**config.mk**
```make
export PLATFORM = sky130hd
export DESIGN_NAME = sd_spi_command_engine
export DESIGN_NICKNAME = d
export VERILOG_FILES = /design/src/rtl/sdspi_pkg.sv /design/src/rtl/sdspi_front.sv /design/src/rtl/sdspi_queue.sv /design/src/rtl/sdspi_back.sv /design/src/rtl/sd_spi_command_engine.sv
export VERILOG_INCLUDE_DIRS = /design/src /design/src/rtl
export SDC_FILE = /design/constraint.sdc
export NUM_CORES = 1
export LEC_CHECK = 0
export BUFFER_PORTS_ARGS = -buffer_cell sky130_fd_sc_hd__buf_4
export CAP_MARGIN = 20
export CORE_MARGIN = 3
export CORE_UTILIZATION = 31
export CTS_CLUSTER_DIAMETER = 200
export DETAILED_ROUTE_END_ITERATION = 10
export PLACE_DENSITY = 0.44
export SYNTH_ARGS = -nofsm -noshare
export SYNTH_HDL_FRONTEND = slang
export SYNTH_SLANG_ARGS = --single-unit
```
**constraint.sdc**
```tcl
create_clock -name clk_i -period 3.9 [get_ports clk_i]
set_clock_uncertainty 0.15 [all_clocks]
set_input_delay 0.39 -clock clk_i [delete_from_list [all_inputs] [get_ports clk_i]]
set_output_delay 0.39 -clock clk_i [all_outputs]
set_load 0.02 [all_outputs]
```
**src/rtl/sd_spi_command_engine_defines.svh**
```systemverilog
// Assertion macros for the SD SPI command engine.
// Each use stands on a line of its own and ends the statement itself.
`ifndef SD_SPI_COMMAND_ENGINE_DEFINES_SVH
`define SD_SPI_COMMAND_ENGINE_DEFINES_SVH

`ifndef NO_ASSERTIONS

`define SDSPI_ASSERT(lbl, prop) \
  lbl: assert property (@(posedge clk_i) disable iff (!rst_ni) prop) \
    else $error("sdspi: assertion failed");

`define SDSPI_ASSERT_NEXT(lbl, ante, cons) \
  lbl: assert property (@(posedge clk_i) disable iff (!rst_ni) (ante) |=> (cons)) \
    else $error("sdspi: assertion failed one cycle on");

`else

`define SDSPI_ASSERT(lbl, prop)
`define SDSPI_ASSERT_NEXT(lbl, ante, cons)

`endif

`endif

```
**src/rtl/sdspi_pkg.sv**
```systemverilog
package sdspi_pkg;

  localparam int unsigned BLOCK_BYTES = 512;

  typedef enum logic [2:0] {
    OP_CMD   = 3'd0,
    OP_READ  = 3'd1,
    OP_OPEN  = 3'd2,
    OP_WBYTE = 3'd3,
    OP_CLOSE = 3'd4,
    OP_CARD  = 3'd5
  } op_e;

  localparam logic [1:0] KIND_BUS  = 2'd0;
  localparam logic [1:0] KIND_READ = 2'd1;
  localparam logic [1:0] KIND_DONE = 2'd2;

  localparam logic [1:0] ST_OK  = 2'd0;
  localparam logic [1:0] ST_ERR = 2'd1;
  localparam logic [1:0] ST_REJ = 2'd2;

  localparam logic [1:0] CFG_BLOCK_ADDR = 2'd0;
  localparam logic [1:0] CFG_RESP_TRIES = 2'd1;
  localparam logic [1:0] CFG_TOKEN_TRIES = 2'd2;
  localparam logic [1:0] CFG_BUSY_TRIES = 2'd3;

  localparam logic [7:0]  RESP_TRIES_RST  = 8'd10;
  localparam logic [15:0] TOKEN_TRIES_RST = 16'd40000;
  localparam logic [15:0] BUSY_TRIES_RST  = 16'd5000;

  localparam logic [7:0] BYTE_IDLE  = 8'hFF;
  localparam logic [7:0] TOKEN_DATA = 8'hFE;
  localparam logic [7:0] BYTE_ZERO  = 8'h00;
  localparam logic [4:0] DRESP_MASK = 5'h1F;
  localparam logic [4:0] DRESP_OK   = 5'h05;
  localparam logic [5:0] CMD_APP    = 6'd55;
  localparam logic [5:0] CMD_READ   = 6'd17;
  localparam logic [5:0] CMD_WRITE  = 6'd24;

  typedef struct packed {
    logic        block_addr;
    logic [7:0]  resp_tries;
    logic [15:0] token_tries;
    logic [15:0] busy_tries;
  } cfg_t;

  typedef struct packed {
    op_e         op;
    logic [5:0]  cmd;
    logic        app;
    logic [31:0] arg;
    logic [8:0]  off;
    logic [9:0]  cnt;
    logic        bad_range;
    logic [7:0]  data;
    logic [7:0]  miso;
  } item_t;

  typedef struct packed {
    logic full;
    logic empty;
  } qstat_t;

  typedef struct packed {
    logic [1:0] kind;
    logic [7:0] mosi;
    logic       cs;
    logic [7:0] rbyte;
    logic [1:0] status;
    logic [7:0] resp;
    logic       last;
  } res_t;

  // Fixed CRC for the frame tail; only CMD0 and CMD8 need a real one
  function automatic logic [7:0] frame_crc(input logic [5:0] cmd);
    logic [7:0] crc;
    case (cmd)
      6'd0:    crc = 8'h95;
      6'd8:    crc = 8'h87;
      default: crc = 8'h01;
    endcase
    return crc;
  endfunction

endpackage

```
**src/rtl/sdspi_front.sv**
```systemverilog
module sdspi_front
  import sdspi_pkg::*;
#(
  parameter int unsigned BlockBytes = BLOCK_BYTES
) (
  input  logic        clk_i,
  input  logic        rst_ni,
  input  logic        in_valid_i,
  output logic        in_stall_o,
  input  logic [2:0]  opcode_i,
  input  logic [5:0]  cmd_index_i,
  input  logic        app_cmd_i,
  input  logic [31:0] argument_i,
  input  logic [8:0]  offset_i,
  input  logic [9:0]  count_i,
  input  logic [7:0]  data_byte_i,
  input  logic [7:0]  miso_byte_i,
  input  logic        cfg_valid_i,
  output logic        cfg_ready_o,
  input  logic [1:0]  cfg_index_i,
  input  logic [15:0] cfg_data_i,
  input  qstat_t      q_stat_i,
  output logic        q_push_o,
  output item_t       q_item_o,
  output cfg_t        cfg_o
);

  cfg_t        cfg_q, cfg_d;
  logic [31:0] sector_addr;
  logic [31:0] range_end;

  assign cfg_ready_o = 1'b1;
  assign in_stall_o  = q_stat_i.full;

  always_comb begin
    cfg_d = cfg_q;
    if (cfg_valid_i) begin
      case (cfg_index_i)
        CFG_BLOCK_ADDR:  cfg_d.block_addr  = cfg_data_i[0];
        CFG_RESP_TRIES:  cfg_d.resp_tries  = cfg_data_i[7:0];
        CFG_TOKEN_TRIES: cfg_d.token_tries = cfg_data_i;
        CFG_BUSY_TRIES:  cfg_d.busy_tries  = cfg_data_i;
        default:         cfg_d = cfg_q;
      endcase
    end
  end

  always_ff @(posedge clk_i or negedge rst_ni) begin
    if (!rst_ni) begin
      cfg_q <= '{block_addr: 1'b0, resp_tries: RESP_TRIES_RST,
                 token_tries: TOKEN_TRIES_RST, busy_tries: BUSY_TRIES_RST};
    end else begin
      cfg_q <= cfg_d;
    end
  end

  assign cfg_o = cfg_q;

  // Byte addressing wraps modulo 2^32
  assign sector_addr = cfg_q.block_addr ? argument_i : argument_i * 32'(BlockBytes);
  assign range_end   = 32'(offset_i) + 32'(count_i);

  always_comb begin
    q_item_o.op        = op_e'(opcode_i);
    q_item_o.cmd       = cmd_index_i;
    q_item_o.app       = app_cmd_i;
    q_item_o.arg       = (opcode_i == OP_CMD) ? argument_i : sector_addr;
    q_item_o.off       = offset_i;
    q_item_o.cnt       = count_i;
    q_item_o.bad_range = (count_i == 10'd0) || (range_end > 32'(BlockBytes));
    q_item_o.data      = data_byte_i;
    q_item_o.miso      = miso_byte_i;
  end

  // Drop undefined opcodes here, they never reach the back end
  assign q_push_o = in_valid_i && !q_stat_i.full && (opcode_i <= OP_CARD);

endmodule

```
**src/rtl/sdspi_queue.sv**
```systemverilog
module sdspi_queue
  import sdspi_pkg::*;
(
  input  logic   clk_i,
  input  logic   rst_ni,
  input  logic   push_i,
  input  item_t  item_i,
  input  logic   pop_i,
  output item_t  item_o,
  output qstat_t stat_o
);

  item_t      mem_q [2];
  logic       wp_q, wp_d, rp_q, rp_d;
  logic [1:0] cnt_q, cnt_d;

  always_comb begin
    wp_d  = wp_q ^ push_i;
    rp_d  = rp_q ^ pop_i;
    cnt_d = cnt_q + {1'b0, push_i} - {1'b0, pop_i};
  end

  always_ff @(posedge clk_i or negedge rst_ni) begin
    if (!rst_ni) begin
      wp_q  <= 1'b0;
      rp_q  <= 1'b0;
      cnt_q <= 2'd0;
    end else begin
      wp_q  <= wp_d;
      rp_q  <= rp_d;
      cnt_q <= cnt_d;
    end
  end

  always_ff @(posedge clk_i) begin
    if (push_i) begin
      mem_q[wp_q] <= item_i;
    end
  end

  assign item_o       = mem_q[rp_q];
  assign stat_o.full  = cnt_q == 2'd2;
  assign stat_o.empty = cnt_q == 2'd0;

endmodule

```
**src/rtl/sdspi_back.sv**
```systemverilog
module sdspi_back
  import sdspi_pkg::*;
#(
  parameter int unsigned BlockBytes = BLOCK_BYTES
) (
  input  logic   clk_i,
  input  logic   rst_ni,
  input  cfg_t   cfg_i,
  input  qstat_t q_stat_i,
  input  item_t  item_i,
  output logic   q_pop_o,
  output logic   out_valid_o,
  input  logic   out_stall_i,
  output res_t   res_o
);

  localparam int unsigned CW = $clog2(BlockBytes + 3);

  typedef enum logic [15:0] {
    PH_IDLE    = 16'h0001,
    PH_DESEL   = 16'h0002,
    PH_SEL     = 16'h0004,
    PH_FRAME   = 16'h0008,
    PH_R1      = 16'h0010,
    PH_TOKEN   = 16'h0020,
    PH_LEAD    = 16'h0040,
    PH_DATA    = 16'h0080,
    PH_TRAIL   = 16'h0100,
    PH_FINAL   = 16'h0200,
    PH_OPEN_FF = 16'h0400,
    PH_OPEN_FE = 16'h0800,
    PH_WBYTE   = 16'h1000,
    PH_ZERO    = 16'h2000,
    PH_DRESP   = 16'h4000,
    PH_BUSY    = 16'h8000
  } phase_e;

  typedef enum logic [2:0] {
    RQ_NONE  = 3'b000,
    RQ_CMD   = 3'b001,
    RQ_READ  = 3'b010,
    RQ_OPEN  = 3'b011,
    RQ_BYTE  = 3'b100,
    RQ_CLOSE = 3'b101
  } req_e;

  phase_e      phase_q, phase_d;
  req_e        req_q, req_d;
  logic [CW-1:0] bc_q, bc_d, wrem_q, wrem_d, roff_q, roff_d, rcnt_q, rcnt_d;
  logic [15:0] poll_q, poll_d;
  logic [5:0]  fcmd_q, fcmd_d;
  logic [31:0] farg_q, farg_d;
  logic        app_q, app_d, sel_q, sel_d, fst_q, fst_d;
  logic [7:0]  resp_q, resp_d;

  logic          go;
  logic [7:0]    b;
  logic [CW-1:0] bc_dec;
  logic [7:0]    r1_left;
  logic [15:0]   poll_dec;
  logic [5:0]    eff_cmd;
  logic [31:0]   eff_arg;
  logic          v0, v1;
  res_t          r0, r1;

  res_t          ofifo_q [4];
  logic [1:0]    owp_q, owp_d, orp_q, orp_d;
  logic [2:0]    ocnt_q, ocnt_d;
  logic          opop;

  // Take an item only with room for the widest burst of two results
  assign go      = !q_stat_i.empty && (ocnt_q <= 3'd2);
  assign q_pop_o = go;
  assign b       = item_i.miso;
  assign bc_dec  = (bc_q != '0) ? bc_q - CW'(1) : bc_q;
  assign r1_left = poll_q[7:0] - 8'd1;
  assign poll_dec = poll_q - 16'd1;

  assign eff_cmd = app_q ? CMD_APP : fcmd_q;
  assign eff_arg = app_q ? 32'd0 : farg_q;

  always_comb begin
    phase_d = phase_q;
    req_d   = req_q;
    bc_d    = bc_q;
    wrem_d  = wrem_q;
    roff_d  = roff_q;
    rcnt_d  = rcnt_q;
    poll_d  = poll_q;
    fcmd_d  = fcmd_q;
    farg_d  = farg_q;
    app_d   = app_q;
    sel_d   = sel_q;
    fst_d   = fst_q;
    resp_d  = resp_q;
    v0 = 1'b0;
    v1 = 1'b0;
    r0 = '0;
    r1 = '0;
    r0.kind = KIND_BUS;
    r0.mosi = BYTE_IDLE;
    r1.kind = KIND_BUS;
    r1.mosi = BYTE_IDLE;

    if (go) begin
      if (item_i.op != OP_CARD) begin
        v0 = 1'b1;
        if (phase_q != PH_IDLE) begin
          r0.kind   = KIND_DONE;
          r0.mosi   = BYTE_ZERO;
          r0.status = ST_REJ;
        end else begin
          case (item_i.op)
            OP_CMD, OP_READ, OP_OPEN: begin
              if (item_i.op == OP_READ && item_i.bad_range) begin
                r0.kind   = KIND_DONE;
                r0.mosi   = BYTE_ZERO;
                r0.status = ST_ERR;
              end else begin
                sel_d   = 1'b0;
                phase_d = PH_DESEL;
                farg_d  = item_i.arg;
                case (item_i.op)
                  OP_CMD: begin
                    req_d  = RQ_CMD;
                    fcmd_d = item_i.cmd;
                    app_d  = item_i.app;
                  end
                  OP_READ: begin
                    req_d  = RQ_READ;
                    fcmd_d = CMD_READ;
                    app_d  = 1'b0;
                    roff_d = CW'(item_i.off);
                    rcnt_d = CW'(item_i.cnt);
                  end
                  default: begin
                    req_d  = RQ_OPEN;
                    fcmd_d = CMD_WRITE;
                    app_d  = 1'b0;
                  end
                endcase
              end
            end
            OP_WBYTE: begin
              if (wrem_q == '0) begin
                r0.kind = KIND_DONE;
                r0.mosi = BYTE_ZERO;
              end else begin
                wrem_d  = wrem_q - CW'(1);
                req_d   = RQ_BYTE;
                phase_d = PH_WBYTE;
                r0.mosi = item_i.data;
              end
            end
            default: begin
              bc_d    = wrem_q + CW'(2);
              wrem_d  = '0;
              req_d   = RQ_CLOSE;
              phase_d = PH_ZERO;
              r0.mosi = BYTE_ZERO;
            end
          endcase
        end
      end else begin
        v0 = phase_q != PH_IDLE;
        case (phase_q)
          PH_DESEL: begin
            sel_d   = 1'b1;
            phase_d = PH_SEL;
          end
          PH_SEL: begin
            bc_d    = '0;
            phase_d = PH_FRAME;
            r0.mosi = {2'b01, eff_cmd};
          end
          PH_FRAME: begin
            if (bc_q < CW'(5)) begin
              bc_d = bc_q + CW'(1);
              case (bc_q[2:0])
                3'd0:    r0.mosi = eff_arg[31:24];
                3'd1:    r0.mosi = eff_arg[23:16];
                3'd2:    r0.mosi = eff_arg[15:8];
                3'd3:    r0.mosi = eff_arg[7:0];
                default: r0.mosi = frame_crc(eff_cmd);
              endcase
            end else begin
              poll_d  = {8'd0, cfg_i.resp_tries};
              phase_d = PH_R1;
            end
          end
          PH_R1: begin
            if (b[7]) begin
              poll_d = {8'd0, r1_left};
            end
            if (!b[7] || r1_left == 8'd0) begin
              resp_d = b;
              if (app_q) begin
                app_d = 1'b0;
                if (b > 8'd1) begin
                  phase_d   = PH_IDLE;
                  req_d     = RQ_NONE;
                  r0.kind   = KIND_DONE;
                  r0.mosi   = BYTE_ZERO;
                  r0.status = ST_ERR;
                end else begin
                  sel_d   = 1'b0;
                  phase_d = PH_DESEL;
                end
              end else if (req_q == RQ_READ) begin
                if (b != 8'd0) begin
                  fst_d   = 1'b1;
                  sel_d   = 1'b0;
                  phase_d = PH_FINAL;
                end else begin
                  poll_d  = cfg_i.token_tries;
                  phase_d = PH_TOKEN;
                end
              end else if (req_q == RQ_OPEN && b == 8'd0) begin
                phase_d = PH_OPEN_FF;
              end else begin
                phase_d   = PH_IDLE;
                req_d     = RQ_NONE;
                r0.kind   = KIND_DONE;
                r0.mosi   = BYTE_ZERO;
                r0.status = (req_q == RQ_OPEN || b[7]) ? ST_ERR : ST_OK;
              end
            end
          end
          PH_TOKEN: begin
            if (b == BYTE_IDLE) begin
              poll_d = poll_dec;
              if (poll_dec == 16'd0) begin
                fst_d   = 1'b1;
                sel_d   = 1'b0;
                phase_d = PH_FINAL;
              end
            end else if (b == TOKEN_DATA) begin
              if (roff_q != '0) begin
                bc_d    = roff_q;
                phase_d = PH_LEAD;
              end else begin
                bc_d    = rcnt_q;
                phase_d = PH_DATA;
              end
            end else begin
              fst_d   = 1'b1;
              sel_d   = 1'b0;
              phase_d = PH_FINAL;
            end
          end
          PH_LEAD: begin
            bc_d = bc_dec;
            if (bc_dec == '0) begin
              bc_d    = rcnt_q;
              phase_d = PH_DATA;
            end
          end
          PH_DATA: begin
            // Hand the byte to the host, then clock the next one
            v1       = 1'b1;
            r0.kind  = KIND_READ;
            r0.mosi  = BYTE_ZERO;
            r0.rbyte = b;
            r0.last  = bc_q <= CW'(1);
            bc_d     = bc_dec;
            if (bc_dec == '0) begin
              bc_d    = CW'(BlockBytes + 2) - roff_q - rcnt_q;
              phase_d = PH_TRAIL;
            end
          end
          PH_TRAIL: begin
            bc_d = bc_dec;
            if (bc_dec == '0) begin
              fst_d   = 1'b0;
              sel_d   = 1'b0;
              phase_d = PH_FINAL;
            end
          end
          PH_FINAL: begin
            phase_d   = PH_IDLE;
            req_d     = RQ_NONE;
            r0.kind   = KIND_DONE;
            r0.mosi   = BYTE_ZERO;
            r0.status = fst_q ? ST_ERR : ST_OK;
          end
          PH_OPEN_FF: begin
            phase_d = PH_OPEN_FE;
            r0.mosi = TOKEN_DATA;
          end
          PH_OPEN_FE, PH_WBYTE: begin
            if (phase_q == PH_OPEN_FE) begin
              wrem_d = CW'(BlockBytes);
            end
            phase_d = PH_IDLE;
            req_d   = RQ_NONE;
            r0.kind = KIND_DONE;
            r0.mosi = BYTE_ZERO;
          end
          PH_ZERO: begin
            bc_d = bc_dec;
            if (bc_dec != '0) begin
              r0.mosi = BYTE_ZERO;
            end else begin
              phase_d = PH_DRESP;
            end
          end
          PH_DRESP: begin
            if ((b[4:0] & DRESP_MASK) == DRESP_OK) begin
              poll_d  = cfg_i.busy_tries;
              phase_d = PH_BUSY;
            end else begin
              phase_d   = PH_IDLE;
              req_d     = RQ_NONE;
              r0.kind   = KIND_DONE;
              r0.mosi   = BYTE_ZERO;
              r0.status = ST_ERR;
            end
          end
          PH_BUSY: begin
            if (b != BYTE_IDLE && poll_q != 16'd0) begin
              poll_d = poll_dec;
            end else begin
              fst_d   = poll_q == 16'd0;
              sel_d   = 1'b0;
              phase_d = PH_FINAL;
            end
          end
          default: begin
            phase_d = PH_IDLE;
            req_d   = RQ_NONE;
          end
        endcase
      end
    end
    r0.cs   = sel_d;
    r0.resp = resp_d;
    r1.cs   = sel_d;
    r1.resp = resp_d;
  end

  always_ff @(posedge clk_i or negedge rst_ni) begin
    if (!rst_ni) begin
      phase_q <= PH_IDLE;
      req_q   <= RQ_NONE;
      bc_q    <= '0;
      wrem_q  <= '0;
      roff_q  <= '0;
      rcnt_q  <= '0;
      poll_q  <= '0;
      fcmd_q  <= '0;
      farg_q  <= '0;
      app_q   <= 1'b0;
      sel_q   <= 1'b0;
      fst_q   <= 1'b0;
      resp_q  <= BYTE_IDLE;
    end else begin
      phase_q <= phase_d;
      req_q   <= req_d;
      bc_q    <= bc_d;
      wrem_q  <= wrem_d;
      roff_q  <= roff_d;
      rcnt_q  <= rcnt_d;
      poll_q  <= poll_d;
      fcmd_q  <= fcmd_d;
      farg_q  <= farg_d;
      app_q   <= app_d;
      sel_q   <= sel_d;
      fst_q   <= fst_d;
      resp_q  <= resp_d;
    end
  end

  // Result queue
  assign opop = out_valid_o && !out_stall_i;

  always_comb begin
    owp_d  = owp_q + {1'b0, v0} + {1'b0, v1};
    orp_d  = orp_q + {1'b0, opop};
    ocnt_d = ocnt_q + {2'b0, v0} + {2'b0, v1} - {2'b0, opop};
  end

  always_ff @(posedge clk_i or negedge rst_ni) begin
    if (!rst_ni) begin
      owp_q  <= '0;
      orp_q  <= '0;
      ocnt_q <= '0;
    end else begin
      owp_q  <= owp_d;
      orp_q  <= orp_d;
      ocnt_q <= ocnt_d;
    end
  end

  always_ff @(posedge clk_i) begin
    if (v0) begin
      ofifo_q[owp_q] <= r0;
    end
    if (v1) begin
      ofifo_q[owp_q + 2'd1] <= r1;
    end
  end

  assign out_valid_o = ocnt_q != 3'd0;
  assign res_o       = ofifo_q[orp_q];

endmodule

```
**src/rtl/sd_spi_command_engine.sv**
```systemverilog
// Channel   Direction  Handshake                Payload
// in        input      in_valid_i / in_stall_o  opcode .. miso_byte
// out       output     out_valid_o / out_stall_i kind .. last
// cfg       input      cfg_valid_i / cfg_ready_o cfg_index_i, cfg_data_i
//
// One item a cycle unless stalled: the front end registers each item into a
// two-entry queue, the back end retires one queued item a cycle into a four-entry
// result queue, and the result is registered there before it shows at the output.
// The back end waits while fewer than two result slots are free.
// Reset is asynchronous, active low; the card starts deselected, no request open.
`include "sd_spi_command_engine_defines.svh"

module sd_spi_command_engine
  import sdspi_pkg::*;
#(
  parameter int unsigned BlockBytes = BLOCK_BYTES
) (
  input  logic        clk_i,
  input  logic        rst_ni,
  input  logic        in_valid_i,
  output logic        in_stall_o,
  input  logic [2:0]  opcode_i,
  input  logic [5:0]  cmd_index_i,
  input  logic        app_cmd_i,
  input  logic [31:0] argument_i,
  input  logic [8:0]  offset_i,
  input  logic [9:0]  count_i,
  input  logic [7:0]  data_byte_i,
  input  logic [7:0]  miso_byte_i,
  output logic        out_valid_o,
  input  logic        out_stall_i,
  output logic [1:0]  kind_o,
  output logic [7:0]  mosi_byte_o,
  output logic        chip_select_o,
  output logic [7:0]  read_byte_o,
  output logic [1:0]  status_o,
  output logic [7:0]  response_o,
  output logic        last_o,
  input  logic        cfg_valid_i,
  output logic        cfg_ready_o,
  input  logic [1:0]  cfg_index_i,
  input  logic [15:0] cfg_data_i
);

  qstat_t q_stat;
  logic   q_push, q_pop;
  item_t  q_in, q_out;
  cfg_t   cfg;
  res_t   res;

  sdspi_front #(
    .BlockBytes(BlockBytes)
  ) u_front (
    .clk_i      (clk_i),
    .rst_ni     (rst_ni),
    .in_valid_i (in_valid_i),
    .in_stall_o (in_stall_o),
    .opcode_i   (opcode_i),
    .cmd_index_i(cmd_index_i),
    .app_cmd_i  (app_cmd_i),
    .argument_i (argument_i),
    .offset_i   (offset_i),
    .count_i    (count_i),
    .data_byte_i(data_byte_i),
    .miso_byte_i(miso_byte_i),
    .cfg_valid_i(cfg_valid_i),
    .cfg_ready_o(cfg_ready_o),
    .cfg_index_i(cfg_index_i),
    .cfg_data_i (cfg_data_i),
    .q_stat_i   (q_stat),
    .q_push_o   (q_push),
    .q_item_o   (q_in),
    .cfg_o      (cfg)
  );

  sdspi_queue u_queue (
    .clk_i (clk_i),
    .rst_ni(rst_ni),
    .push_i(q_push),
    .item_i(q_in),
    .pop_i (q_pop),
    .item_o(q_out),
    .stat_o(q_stat)
  );

  sdspi_back #(
    .BlockBytes(BlockBytes)
  ) u_back (
    .clk_i      (clk_i),
    .rst_ni     (rst_ni),
    .cfg_i      (cfg),
    .q_stat_i   (q_stat),
    .item_i     (q_out),
    .q_pop_o    (q_pop),
    .out_valid_o(out_valid_o),
    .out_stall_i(out_stall_i),
    .res_o      (res)
  );

  assign kind_o        = res.kind;
  assign mosi_byte_o   = res.mosi;
  assign chip_select_o = res.cs;
  assign read_byte_o   = res.rbyte;
  assign status_o      = res.status;
  assign response_o    = res.resp;
  assign last_o        = res.last;

  `SDSPI_ASSERT(a_pop_has_item, q_pop |-> !q_stat.empty)
  `SDSPI_ASSERT_NEXT(a_push_lands, q_push, !q_stat.empty)
  `SDSPI_ASSERT(a_read_selected, (out_valid_o && kind_o == KIND_READ) |-> chip_select_o)
  `SDSPI_ASSERT(a_status_on_done, (out_valid_o && kind_o != KIND_DONE) |-> status_o == ST_OK)

endmodule

```
# Word level (Yosys, flattened, before mapping)
# Memory sizes are Yosys's and may differ from the RTL's.
# Cells that the tools add are included.
dict set report word_totals {
  input_bits 100
  regBits 175
  mem_bits_rw 276
  mem_count 2
}
# memory words width read_ports rd_clocked_by_memory_dff wr line
set mem_list {}
lappend mem_list {u_queue.mem_q 2 78 1 0 1 sdspi_queue.sv:13} ;# item_t mem_q [2];
lappend mem_list {u_back.ofifo_q 4 30 1 0 2 sdspi_back.sv:66} ;# res_t ofifo_q [4];
dict set report classes {
  add_sub_neg 18
  n_reduce_logical 60
  n_lt_le_gt_ge 6
  n_mux 155
  bitwise_logic 5
  n_eq_ne 69
}
# cell count
set ops {}
lappend ops {{two-way mux 16 bit} 24}
lappend ops {{two-way mux 10 bit} 28}
lappend ops {{case mux 16 bit (12 select lines)} 1}
lappend ops {{two-way mux 32 bit} 3}
lappend ops {{two-way mux 8 bit} 10}
lappend ops {{case mux 16 bit (5 select lines)} 1}
lappend ops {{case mux 10 bit (6 select lines)} 1}
lappend ops {{case mux 8 bit (7 select lines)} 1}
lappend ops {{two-way mux 1 bit} 50}
lappend ops {{greater-than comparator 32 x 10 -> 1 bit, second input constant} 1}
lappend ops {{zero test 16 bit} 2}
lappend ops {{case mux 16 bit (2 select lines)} 1}
lappend ops {{case mux 8 bit (2 select lines)} 2}
lappend ops {{case mux 8 bit (4 select lines)} 1}
lappend ops {{zero test 10 bit} 3}
lappend ops {{two-way mux 3 bit} 10}
lappend ops {{nonzero test 10 bit} 3}
lappend ops {{two-way mux 11 bit} 2}
lappend ops {{case mux 10 bit (2 select lines)} 1}
lappend ops {{subtractor 10 x 1 -> 10 bit, second input constant} 2}
lappend ops {{== test 3 x 2 -> 1 bit, second input constant} 6}
lappend ops {{two-way mux 2 bit} 9}
lappend ops {{!= test 3 x 1 -> 1 bit, second input constant} 6}
lappend ops {{!= test 3 x 2 -> 1 bit, second input constant} 6}
lappend ops {{82 further kinds} 139}

# Depth between registers and ports, before layout
# Gate-level depths: netlist (run 1).
dict set report logic_depth {
  word_depth 10
  mapped_depth 13
  mapped_depth_nobuf 13
}

# By module
# From an unflattened synthesis (run 1), not the netlist that was laid out.
dict set report hier_totals {
  hier_cells 2158
  area_unflattened_um2 23505.0
}
# module cells_per_inst n_inst area_each_um2
set modules_own_cells {}
lappend modules_own_cells {sdspi_back 1652 1 14853.0}
lappend modules_own_cells {sdspi_queue 259 1 5871.9}
lappend modules_own_cells {sdspi_front 247 1 2780.2}

# Worst setup path after synthesis (run 1)
# OpenSTA, ideal clock, no wires.
dict set report synth_timing {
  path_type {register to register}
  startpoint {reg u_queue.cnt_q[1]}
  endpoint {mem u_queue.mem_q[0][0] (netlist name) (enable)}
  period_less_slack_ns 3.290
  t_arrival_ns 2.695
  path_stages_with_launch 4
  setup_slack_ns 0.610
  cell_sequence {dfrtp_1 -> nor2b_1 -> nor2_1 -> ha_1}
}
dict set report synth_via {
  elab_chain_cells 6
}
# item line
set synth_lines {}
lappend synth_lines {{start, declared} sdspi_queue.sv:15} ;# logic [1:0] cnt_q, cnt_d;
lappend synth_lines {{start signal, assigned} sdspi_queue.sv:31} ;# cnt_q <= cnt_d;
lappend synth_lines {{== test 2 bit} sdspi_queue.sv:42} ;# assign stat_o.full = cnt_q == 2'd2;
lappend synth_lines {{net in_stall_o} sd_spi_command_engine.sv:21} ;# output logic in_stall_o,
lappend synth_lines {{zero test 1 bit} sdspi_front.sv:76} ;# assign q_push_o = in_valid_i && !q_stat_i.full && (opcode_i <= OP_CARD);
lappend synth_lines {{logical AND 1 bit (2 in a row)} sdspi_front.sv:76}
lappend synth_lines {{two-way mux 1 bit} sdspi_queue.sv:36} ;# if (push_i) begin
lappend synth_lines {{two-way mux 1 bit (not written as such)} sdspi_queue.sv:37} ;# mem_q[wp_q] <= item_i;
lappend synth_lines {{end, declared} sdspi_queue.sv:13}
# The timed path passes the listed nets, and every way through them passes these cells.

==> qor.csv, run 1 <==
stage,metric,value,unit
run_status,run status,finished clean,
detailed_routing,violation count after the first detailed-routing iteration,1297,
detailed_routing,antenna-violating nets left,0,
layout,nets@finish,2484,
detailed_routing,uppermost layer routed,met4,
sta,unrepaired setup endpoints after global routing,false,
layout,Register Area,0.0119,mm2
grt,antenna violations before repair,0,
detailed_routing,remaining routing DRC violations,0,
detailed_routing,met1 layer wirelength in the final routing,31300,um
detailed_routing,detailed route wirelength on metal3,2880,um
yosys,Ys Warns,0,
clocking,clock insertion delay at the later pin of the skew report,600,ps
sta,minimum clock period after layout,3640,ps
place,number of buffers added on ports,131,
yosys,portion of the post-synthesis area used by sequential elements,0.531,
clocking,clock transition at the registers of the reported paths,60,ps
sta,summed negative setup slack over all endpoints,0,ps
sta,Worst Tran Pin Value,1090,ps
sta,Max-slew headroom,0.273,
place,global placer's final weighted congestion,0.896,
yosys,post-synthesis sequential element count,451,
sta,top achievable clock speed,275,MHz
detailed_routing,final routed wire length divided by cell count,20.4,um
sta,portion of the clock cycle consumed by the worst path in the final layout,0.933,
sta,number of failing setup endpoints in the final timing report,0,
clocking,CTS tree,yes,
power,highest ir drop seen on vdd,0.378,mV
power,power density of the placed cells,689,mW/mm2
floorplan,die span in x,274,um
grt,total global-route track usage,0.178,
layout,combined area of the multi-input logic cells,0.00985,mm2
yosys,net count after synthesis,2215,
sta,fin. max-slew vios,0,
layout,area grow syn2layout,23.4,%
floorplan,number of rows in the core area,97,
yosys,most instantiated flip-flop cell in the synthesis netlist,sky130_fd_sc_hd__edfxtp_1,
setup_path,data arrival time at the worst-slack endpoint,3950,ps
floorplan,core region area,0.0706,mm2
detailed_routing,first drt pass iteration count,7,
grt,first-pass GRT wire length,104000,um
sta,worst hold slack,46.9,ps
setup_path,largest fanout of any net on the critical path,8,
floorplan,I/O pin total,133,
power,leak pwr,10.8,nW
yosys,post-synthesis instance total,2065,
layout,most frequent cells in the layout,"sky130_fd_sc_hd__nand2_1, sky130_fd_sc_hd__buf_4, sky130_fd_sc_hd__edfxtp_1",
clocking,H-tree levels,2,
grt,Congestion Overflow GR,0,
detailed_routing,vias after detailed routing,17097,
place,detailed placement HPWL,46800,um
clocking,Clk Tree Root Cell,sky130_fd_sc_hd__clkbuf_16,
setup_path,worst setup path category,reg -> reg,
setup_path,data required time at the worst endpoint,4220,ps
sta,number of hold violations in the final report,0,
clocking,number of buffers inserted during clock tree synthesis,52,
clocking,clk buf depth,3,
detailed_routing,post-detailed-routing wire length,67700,um
detailed_routing,met2 routed WL,31400,um
floorplan,initial core utilization,0.316,
grt,via count of the first global-routing pass,17254,
detailed_routing,average vias per placed instance,5.15,
yosys,count of cell types in the netlist,97,
run,max capacitance violation total,0,
yosys,asr flop ratio synth,0.388,
floorplan,Die ar.,0.0753,mm2
layout,layout cells sized above 1,0.198,
layout,filler cell count in the final layout,6940,
layout,number of inserted diodes,0,
yosys,average size of a mapped cell,10.8,um2
clocking,sinks on the clock net,451,
yosys,number of enable flip-flop cells after synthesis,192,
layout,"most common cell after layout, fill and taps aside",sky130_fd_sc_hd__nand2_1,
yosys,cell area after synthesis,0.0223,mm2
setup_path,startpoint type of the worst setup path,flop,
floorplan,Chip Height,274,um
grt,pin count of the biggest net entering global routing,79,
setup_path,crit end category,flop,
hold_path,class of the tightest hold or removal check,in -> reg,
==> worst max-delay path: stages (launching register included) <==
cell and delay [ps]:
sky130_fd_sc_hd__dfrtp_1 470, sky130_fd_sc_hd__inv_1 130, sky130_fd_sc_hd__ha_1 250, sky130_fd_sc_hd__nor3b_1 290, sky130_fd_sc_hd__buf_4 190, sky130_fd_sc_hd__nand2_1 80, sky130_fd_sc_hd__a31oi_1 390, sky130_fd_sc_hd__buf_4 210
sky130_fd_sc_hd__nand2b_1 190, sky130_fd_sc_hd__nor3_1 90, sky130_fd_sc_hd__o311ai_0 730, sky130_fd_sc_hd__buf_4 250, sky130_fd_sc_hd__o21ai_0 80
==> Yosys cell counts (33+ instances only) <==
library cell	number	area (um2)
sky130_fd_sc_hd__nand3_1	56	280
sky130_fd_sc_hd__a21oi_1	135	676
sky130_fd_sc_hd__edfxtp_1	192	5770
sky130_fd_sc_hd__xnor2_1	33	289
sky130_fd_sc_hd__clkbuf_1	61	229
sky130_fd_sc_hd__ha_1	45	563
sky130_fd_sc_hd__mux2_2	78	878
sky130_fd_sc_hd__o21a_1	39	293
sky130_fd_sc_hd__mux2i_1	73	731
sky130_fd_sc_hd__o21ai_0	184	921
sky130_fd_sc_hd__dfrtp_1	154	3850
sky130_fd_sc_hd__inv_1	67	251
sky130_fd_sc_hd__dfxtp_1	84	1680
sky130_fd_sc_hd__nand2_1	217	815
sky130_fd_sc_hd__nor2_1	175	657
==> metal layers <==
layer / vias up / track usage
li1: 8136 / -
met4: 0 / 0.0591
met1: 8380 / 0.245
met5: - / 0
met2: 444 / 0.289
met3: 137 / 0.0248
==> path summary, 6_finish.rpt <==
path / start / end / slack (ps) / cells past startpoint
min: argument_i[0] / u_queue.mem_q[0][36]$_DFFE_PP_ / 50 / 2
max: u_back.poll_q[0]$_DFFE_PN0P_ / u_back.ofifo_q[2][29]$_SDFFE_PP0P_ / 260 / 12
min reg2reg: u_back.ofifo_q[3][28]$_SDFFE_PP0P_ / u_back.ofifo_q[3][28]$_SDFFE_PP0P_ / 300 / 2
min in group asynchronous: rst_ni / u_front.cfg_o[5]$_DFFE_PN0P_ / 230 / 2
max in group asynchronous: rst_ni / u_back.fcmd_q[3]$_DFFE_PN0P_ / 2340 / 3
max reg2reg: u_back.poll_q[0]$_DFFE_PN0P_ / u_back.ofifo_q[2][29]$_SDFFE_PP0P_ / 260 / 12
==> state kept, by name (all words and copies together) (netlist names) <==
signal and flops:
u_back.poll_q 16, u_back.orp_q 2, u_queue.rp_q 1, u_queue.cnt_q 2, u_back.fcmd_q 6, u_back.bc_q 10
u_back.rcnt_q 10, u_back.ocnt_q 3, u_back.wrem_q 10, u_back.farg_q 32, u_back.ofifo_q 120, u_back.owp_q 2
u_queue.wp_q 1, u_back.resp_q 8, u_queue.mem_q 156, u_back.req_q 3, u_back.app_q 1, u_back.phase_q 16
u_front.cfg_o 41, u_back.fst_q 1, u_back.sel_q 1, u_back.roff_q 9
==> power by group <==
part           switching [mW]  internal (mW)  total, mW
Combinational            4.39           2.95       7.34
Clock                    2.04           2.79       4.84
Sequential              0.783           6.01       6.80
Total                    7.21           11.8       19.0
==> logic make-up after synthesis <==
kind of cell	count (synthesis)	share of synthesized area
other	1	0.000168
AOI/OAI and AO/OA	514	0.143
xor gates and xnor gates	48	0.0188
and+or+nand+nor	652	0.144
muxes	181	0.102
adders and majority gates	50	0.0297
buffers and inverters	168	0.0307
DFF	451	0.531
==> timing repair <==
| action | CTS | global route |
|---|---|---|
| hold buffers | 107 | 0 |
| hold endpoints to repair | 237 | 0 |
| endpoints found under the setup margin | 0 | 0 |
| resized for setup | 0 | 0 |
| setup buffers | 0 | 0 |
==> final cells by class <==
type / instances / area share
Tap cell: 940 / 0.0427
Inverter: 68 / 0.00927
Sequential cell: 451 / 0.431
Timing Repair Buffer: 315 / 0.0984
Multi-Input combinational cell: 1446 / 0.358
Clock inverter: 26 / 0.00786
Clock buffer: 72 / 0.0537
==> metrics by stage <==
step / instances / power, mW / cell area [um2] / setup slack, ps / utilization
floorplan: 2065 / 11.5 / 22300 / 610 / -
global placement: 3112 / 14.1 / 24800 / 186 / 0.351
detailed placement: 3112 / 14.2 / 24800 / 229 / 0.351
CTS: 3317 / 19.2 / 27500 / 200 / 0.390
global route: 3318 / 20.2 / 27500 / 35.7 / 0.390
finish: 3318 / 19.0 / 27500 / 262 / 0.390
Power figures use the tool's default switching activity.
==> inputs of run 2 (changes only) <==
--- a/config.mk
+++ b/config.mk
@@ -13,6 +13,8 @@
 export CTS_CLUSTER_DIAMETER = 200
 export DETAILED_ROUTE_END_ITERATION = 10
+export GPL_TIMING_DRIVEN = 1
 export PLACE_DENSITY = 0.44
 export SYNTH_ARGS = -nofsm -noshare
 export SYNTH_HDL_FRONTEND = slang
+export SYNTH_HIERARCHICAL = 1
 export SYNTH_SLANG_ARGS = --single-unit
==> constraint.sdc (replaced) <==
create_clock -name clk_i -period 3.9 [get_ports clk_i]
set_clock_uncertainty 0.15 [all_clocks]
set_input_delay 0 -clock clk_i [delete_from_list [all_inputs] [get_ports clk_i]]
set_output_delay 0 -clock clk_i [all_outputs]
set_load 0.02 [all_outputs]
==> run 2 against run 1 <==
Compared with the run above:
- critical path depth down 1
- register-to-register slack better by 30 ps
- synthesized cell count up 4.5%
- final area up 6.2%
- largest cell class unchanged
- sequential cell count unchanged
- critical path type unchanged
- highest routed layer unchanged
- via count up 5.8%
==> qor.csv, run 2 <==
stage,metric,value,unit,change
setup_path,worst flop-to-flop path endpoint,u_back/ofifo_q[2][19]$_DFFE_PP_,,
clocking,CTS tree,yes,,
hold_path,worst-case hold path end point,u_queue/mem_q[0][17]$_DFFE_PP_,,
yosys,portion of the post-synthesis area used by sequential elements,0.504,,-0.0267
sta,unrepaired setup endpoints after global routing,false,,
yosys,Ys Warns,6,,+6
power,internal portion of total power,12.2,mW,+3.6%
place,global placer's final weighted congestion,0.892,,-0.46%
detailed_routing,vias after detailed routing,18083,,+5.8%
detailed_routing,remaining routing DRC violations,0,,unchanged
sta,number of hold violations in the final report,0,,unchanged
layout,Final Non-Filler Cells,3464,,+4.4%
layout,register name with the most flops,u_queue/mem_q,,
layout,layout cells sized above 1,0.238,,+0.0396
sta,fin. max-slew vios,0,,unchanged
place,number of buffers added on ports,131,,unchanged
sta,summed negative setup slack over all endpoints,0,ps,unchanged
sta,Max-slew headroom,0.197,,-0.0764
hold_path,hold wc startpoint,count_i[0],,
layout,most frequent cells in the layout,"sky130_fd_sc_hd__nand2_1, sky130_fd_sc_hd__buf_4, sky130_fd_sc_hd__edfxtp_1",,
yosys,cell area after synthesis,0.0235,mm2,+5.3%
yosys,count of cell types in the netlist,103,,+6.2%
power,highest ir drop seen on vdd,0.402,mV,+6.3%
place,total placed cells including tap cells,3198,,+2.8%
floorplan,die span in x,281,um,+2.6%
power,total chip power,19.5,mW,+2.6%
clocking,clock transition at the registers of the reported paths,60,ps,about the same
setup_path,R2R depth,11,,-1
hold_path,class of the tightest hold or removal check,in -> reg,,
hold_path,Cells on Worst Hold Path,2,,unchanged
floorplan,number of rows in the core area,100,,+3.1%
yosys,area share of the leading cell type in the synthesized netlist,0.245,,-0.0130
layout,nets@finish,2600,,+4.7%
sta,minimum clock period after layout,3610,ps,-30.2 ps
yosys,post-synthesis sequential element count,451,,unchanged
place,detailed placement HPWL,51700,um,+10%
sta,number of failing setup endpoints in the final timing report,0,,unchanged
setup_path,crit end category,flop,,
run_status,run status,finished clean,,
clocking,number of buffers inserted during clock tree synthesis,54,,+3.8%
detailed_routing,final routed wire length divided by cell count,21.1,um,+3.4%
yosys,top cells by instance count after synthesis,"sky130_fd_sc_hd__nand2_1, sky130_fd_sc_hd__edfxtp_1, sky130_fd_sc_hd__nor2_1, sky130_fd_sc_hd__dfrtp_1, sky130_fd_sc_hd__mux2_2",,
clocking,sinks on the clock net,451,,unchanged
layout,number of inserted diodes,0,,unchanged
setup_path,Reg2Reg Setup Slack,290,ps,+30 ps
run,max capacitance violation total,0,,unchanged
power,leak pwr,11.7,nW,+8.4%
power,clock network power share,0.265,,+0.010
power,Switching Share,0.374,,-0.00587
setup_path,worst setup path category,reg -> reg,,
floorplan,I/O pin total,133,,unchanged
yosys,net count after synthesis,2309,,+4.2%
setup_path,worst r2r src,u_back/bc_q[0]$_DFFE_PN0P_,,
grt,Congestion Overflow GR,0,,unchanged
sta,top achievable clock speed,277,MHz,+0.84%
layout,Largest register FFs,156,,unchanged
floorplan,Chip Height,281,um,+2.6%
power,sequential share of power,0.345,,-0.013
detailed_routing,post-detailed-routing wire length,73000,um,+7.9%
layout,"most common cell after layout, fill and taps aside",sky130_fd_sc_hd__nand2_1,,
power,net switching power figure,7.29,mW,+1.0%
clocking,setup fix buffers added after clock tree synthesis,0,,unchanged
yosys,most instantiated flip-flop cell in the synthesis netlist,sky130_fd_sc_hd__edfxtp_1,,
grt,pin count of the biggest net entering global routing,79,,unchanged
yosys,number of enable flip-flop cells after synthesis,192,,unchanged
yosys,leading area contributor after synthesis,sky130_fd_sc_hd__edfxtp_1,,
power,power density of the placed cells,666,mW/mm2,-3.4%
clocking,H-tree levels,2,,unchanged
power,Comb pwr share,0.389,,+0.002
floorplan,Die ar.,0.0792,mm2,+5.2%
clocking,Clk Tree Root Cell,sky130_fd_sc_hd__clkbuf_16,,
yosys,asr flop ratio synth,0.388,,unchanged
detailed_routing,average vias per placed instance,5.22,,+1.3%
yosys,"top cells by area, synth","sky130_fd_sc_hd__edfxtp_1, sky130_fd_sc_hd__dfrtp_1, sky130_fd_sc_hd__dfxtp_1, sky130_fd_sc_hd__mux2_2, sky130_fd_sc_hd__nand2_1",,
setup_path,data required time at the worst endpoint,4120,ps,-100 ps
setup_path,largest fanout of any net on the critical path,8,,unchanged
clocking,clk buf depth,3,,unchanged
grt,via count of the first global-routing pass,18660,,+8.1%
clocking,clock insertion delay at the later pin of the skew report,630,ps,+30 ps
detailed_routing,violation count after the first detailed-routing iteration,1159,,-11%
sta,portion of the clock cycle consumed by the worst path in the final layout,0.925,,-0.00775
floorplan,core region area,0.0748,mm2,+5.9%
floorplan,initial core utilization,0.314,,-0.00186
grt,antenna violations before repair,0,,unchanged
detailed_routing,first drt pass iteration count,5,,-2
sta,Worst Tran Pin Value,1190,ps,+106 ps
yosys,post-synthesis instance total,2158,,+4.5%
yosys,top-count cell post-synth,sky130_fd_sc_hd__nand2_1,,
layout,area grow syn2layout,24.4,%,
yosys,average size of a mapped cell,10.9,um2,+0.76%
grt,total global-route track usage,0.183,,+0.00498
setup_path,startpoint type of the worst setup path,flop,,
grt,first-pass GRT wire length,112000,um,+8.2%
detailed_routing,antenna-violating nets left,0,,unchanged
setup_path,data arrival time at the worst-slack endpoint,3830,ps,-120 ps
## run 2: changes by cell type after synthesis, sizes merged, moves of 34 or more
cell    delta
o21a      -34
a211oi    +36
buf       +48
a21oi     -76
mux2i     -59
a22o      +42
mux2      +90
o21ai     -95
## run 2: timing repair
item	in CTS	in global routing
hold buffers	164	0
endpoints found under the hold margin	354	0
gates resized for setup	0	1
endpoints found under the setup margin	0	3
## run 2: through the flow
step	utilization	instance area (um2)	setup slack, ps	hold WS, ps
finish	0.391	29200	292	30.1
global route	0.391	29200	38.8	24.7
detailed placement	0.344	25700	232	9.05
CTS	0.391	29200	250	4.52
floorplan	-	23500	365	-446
global placement	0.344	25700	303	-10.1
## run 2: power groups by stage
stage	clock network (mW)	logic, mW	registers, mW
after floorplan	0	5.15	6.40
after global placement	0	7.44	6.78
after detailed placement	0	7.47	6.82
after CTS	5.32	7.65	6.74
after global routing	5.50	8.27	6.85
final	5.16	7.58	6.72
## run 2: per-layer routing
metal | vias to the layer above | track usage | wire length, um
li1 | 8556 | - | -
met1 | 8963 | 0.233 | 31000
met3 | 136 | 0.0251 | 3060
met5 | - | 0 | 0
met4 | 0 | 0.0740 | 2900
met2 | 428 | 0.314 | 36000
## run 2: layout make-up
class | instances | area, um2
Clock buffer | 71 | 1470
Clock inverter | 31 | 368
Fill cell | 7280 | 45600
Inverter | 74 | 278
Multi-Input combinational cell | 1457 | 10500
Sequential cell | 451 | 11900
Tap cell | 969 | 1210
Timing Repair Buffer | 411 | 3550
## run 2: logic make-up after synthesis
family          Yosys count  share of synthesized area
other cells               1                   0.000160
xor+xnor                 47                     0.0182
compound gates          424                      0.129
mux                     212                      0.117
fa+ha+maj                51                     0.0287
flops                   451                      0.504
buf+inv                 250                     0.0509
simple gates            722                      0.152
## run 2: worst max-delay path by stage
stage	cells after the start	start	endpoint	slack [ps]
after global routing	8	u_back/phase_q[1]$_DFFE_PN0P_	u_back/bc_q[0]$_DFFE_PN0P_	40
after CTS	10	u_back/bc_q[0]$_DFFE_PN0P_	u_back/fst_q$_DFFE_PN0P_	250
after detailed placement	10	u_back/bc_q[0]$_DFFE_PN0P_	u_back/fst_q$_DFFE_PN0P_	230
after global placement	11	u_back/bc_q[0]$_DFFE_PN0P_	u_back/ofifo_q[1][19]$_DFFE_PP_	300
final	11	u_back/bc_q[0]$_DFFE_PN0P_	u_back/ofifo_q[2][19]$_DFFE_PP_	290
after floorplan	12	u_queue/rp_q$_DFF_PN0_	u_back/ocnt_q[2]$_DFF_PN0_	370
## run 2: worst max-delay path: stages, from the launching register on
cell and delay [ps]:
sky130_fd_sc_hd__dfrtp_1 370, sky130_fd_sc_hd__inv_1 120, sky130_fd_sc_hd__ha_1 320, sky130_fd_sc_hd__nor3b_4 400, sky130_fd_sc_hd__and2_1 290, sky130_fd_sc_hd__a211oi_1 160
sky130_fd_sc_hd__nor4_2 550, sky130_fd_sc_hd__a2111oi_1 180, sky130_fd_sc_hd__buf_4 170, sky130_fd_sc_hd__a2111oi_2 390, sky130_fd_sc_hd__buf_4 230, sky130_fd_sc_hd__nor3_1 50
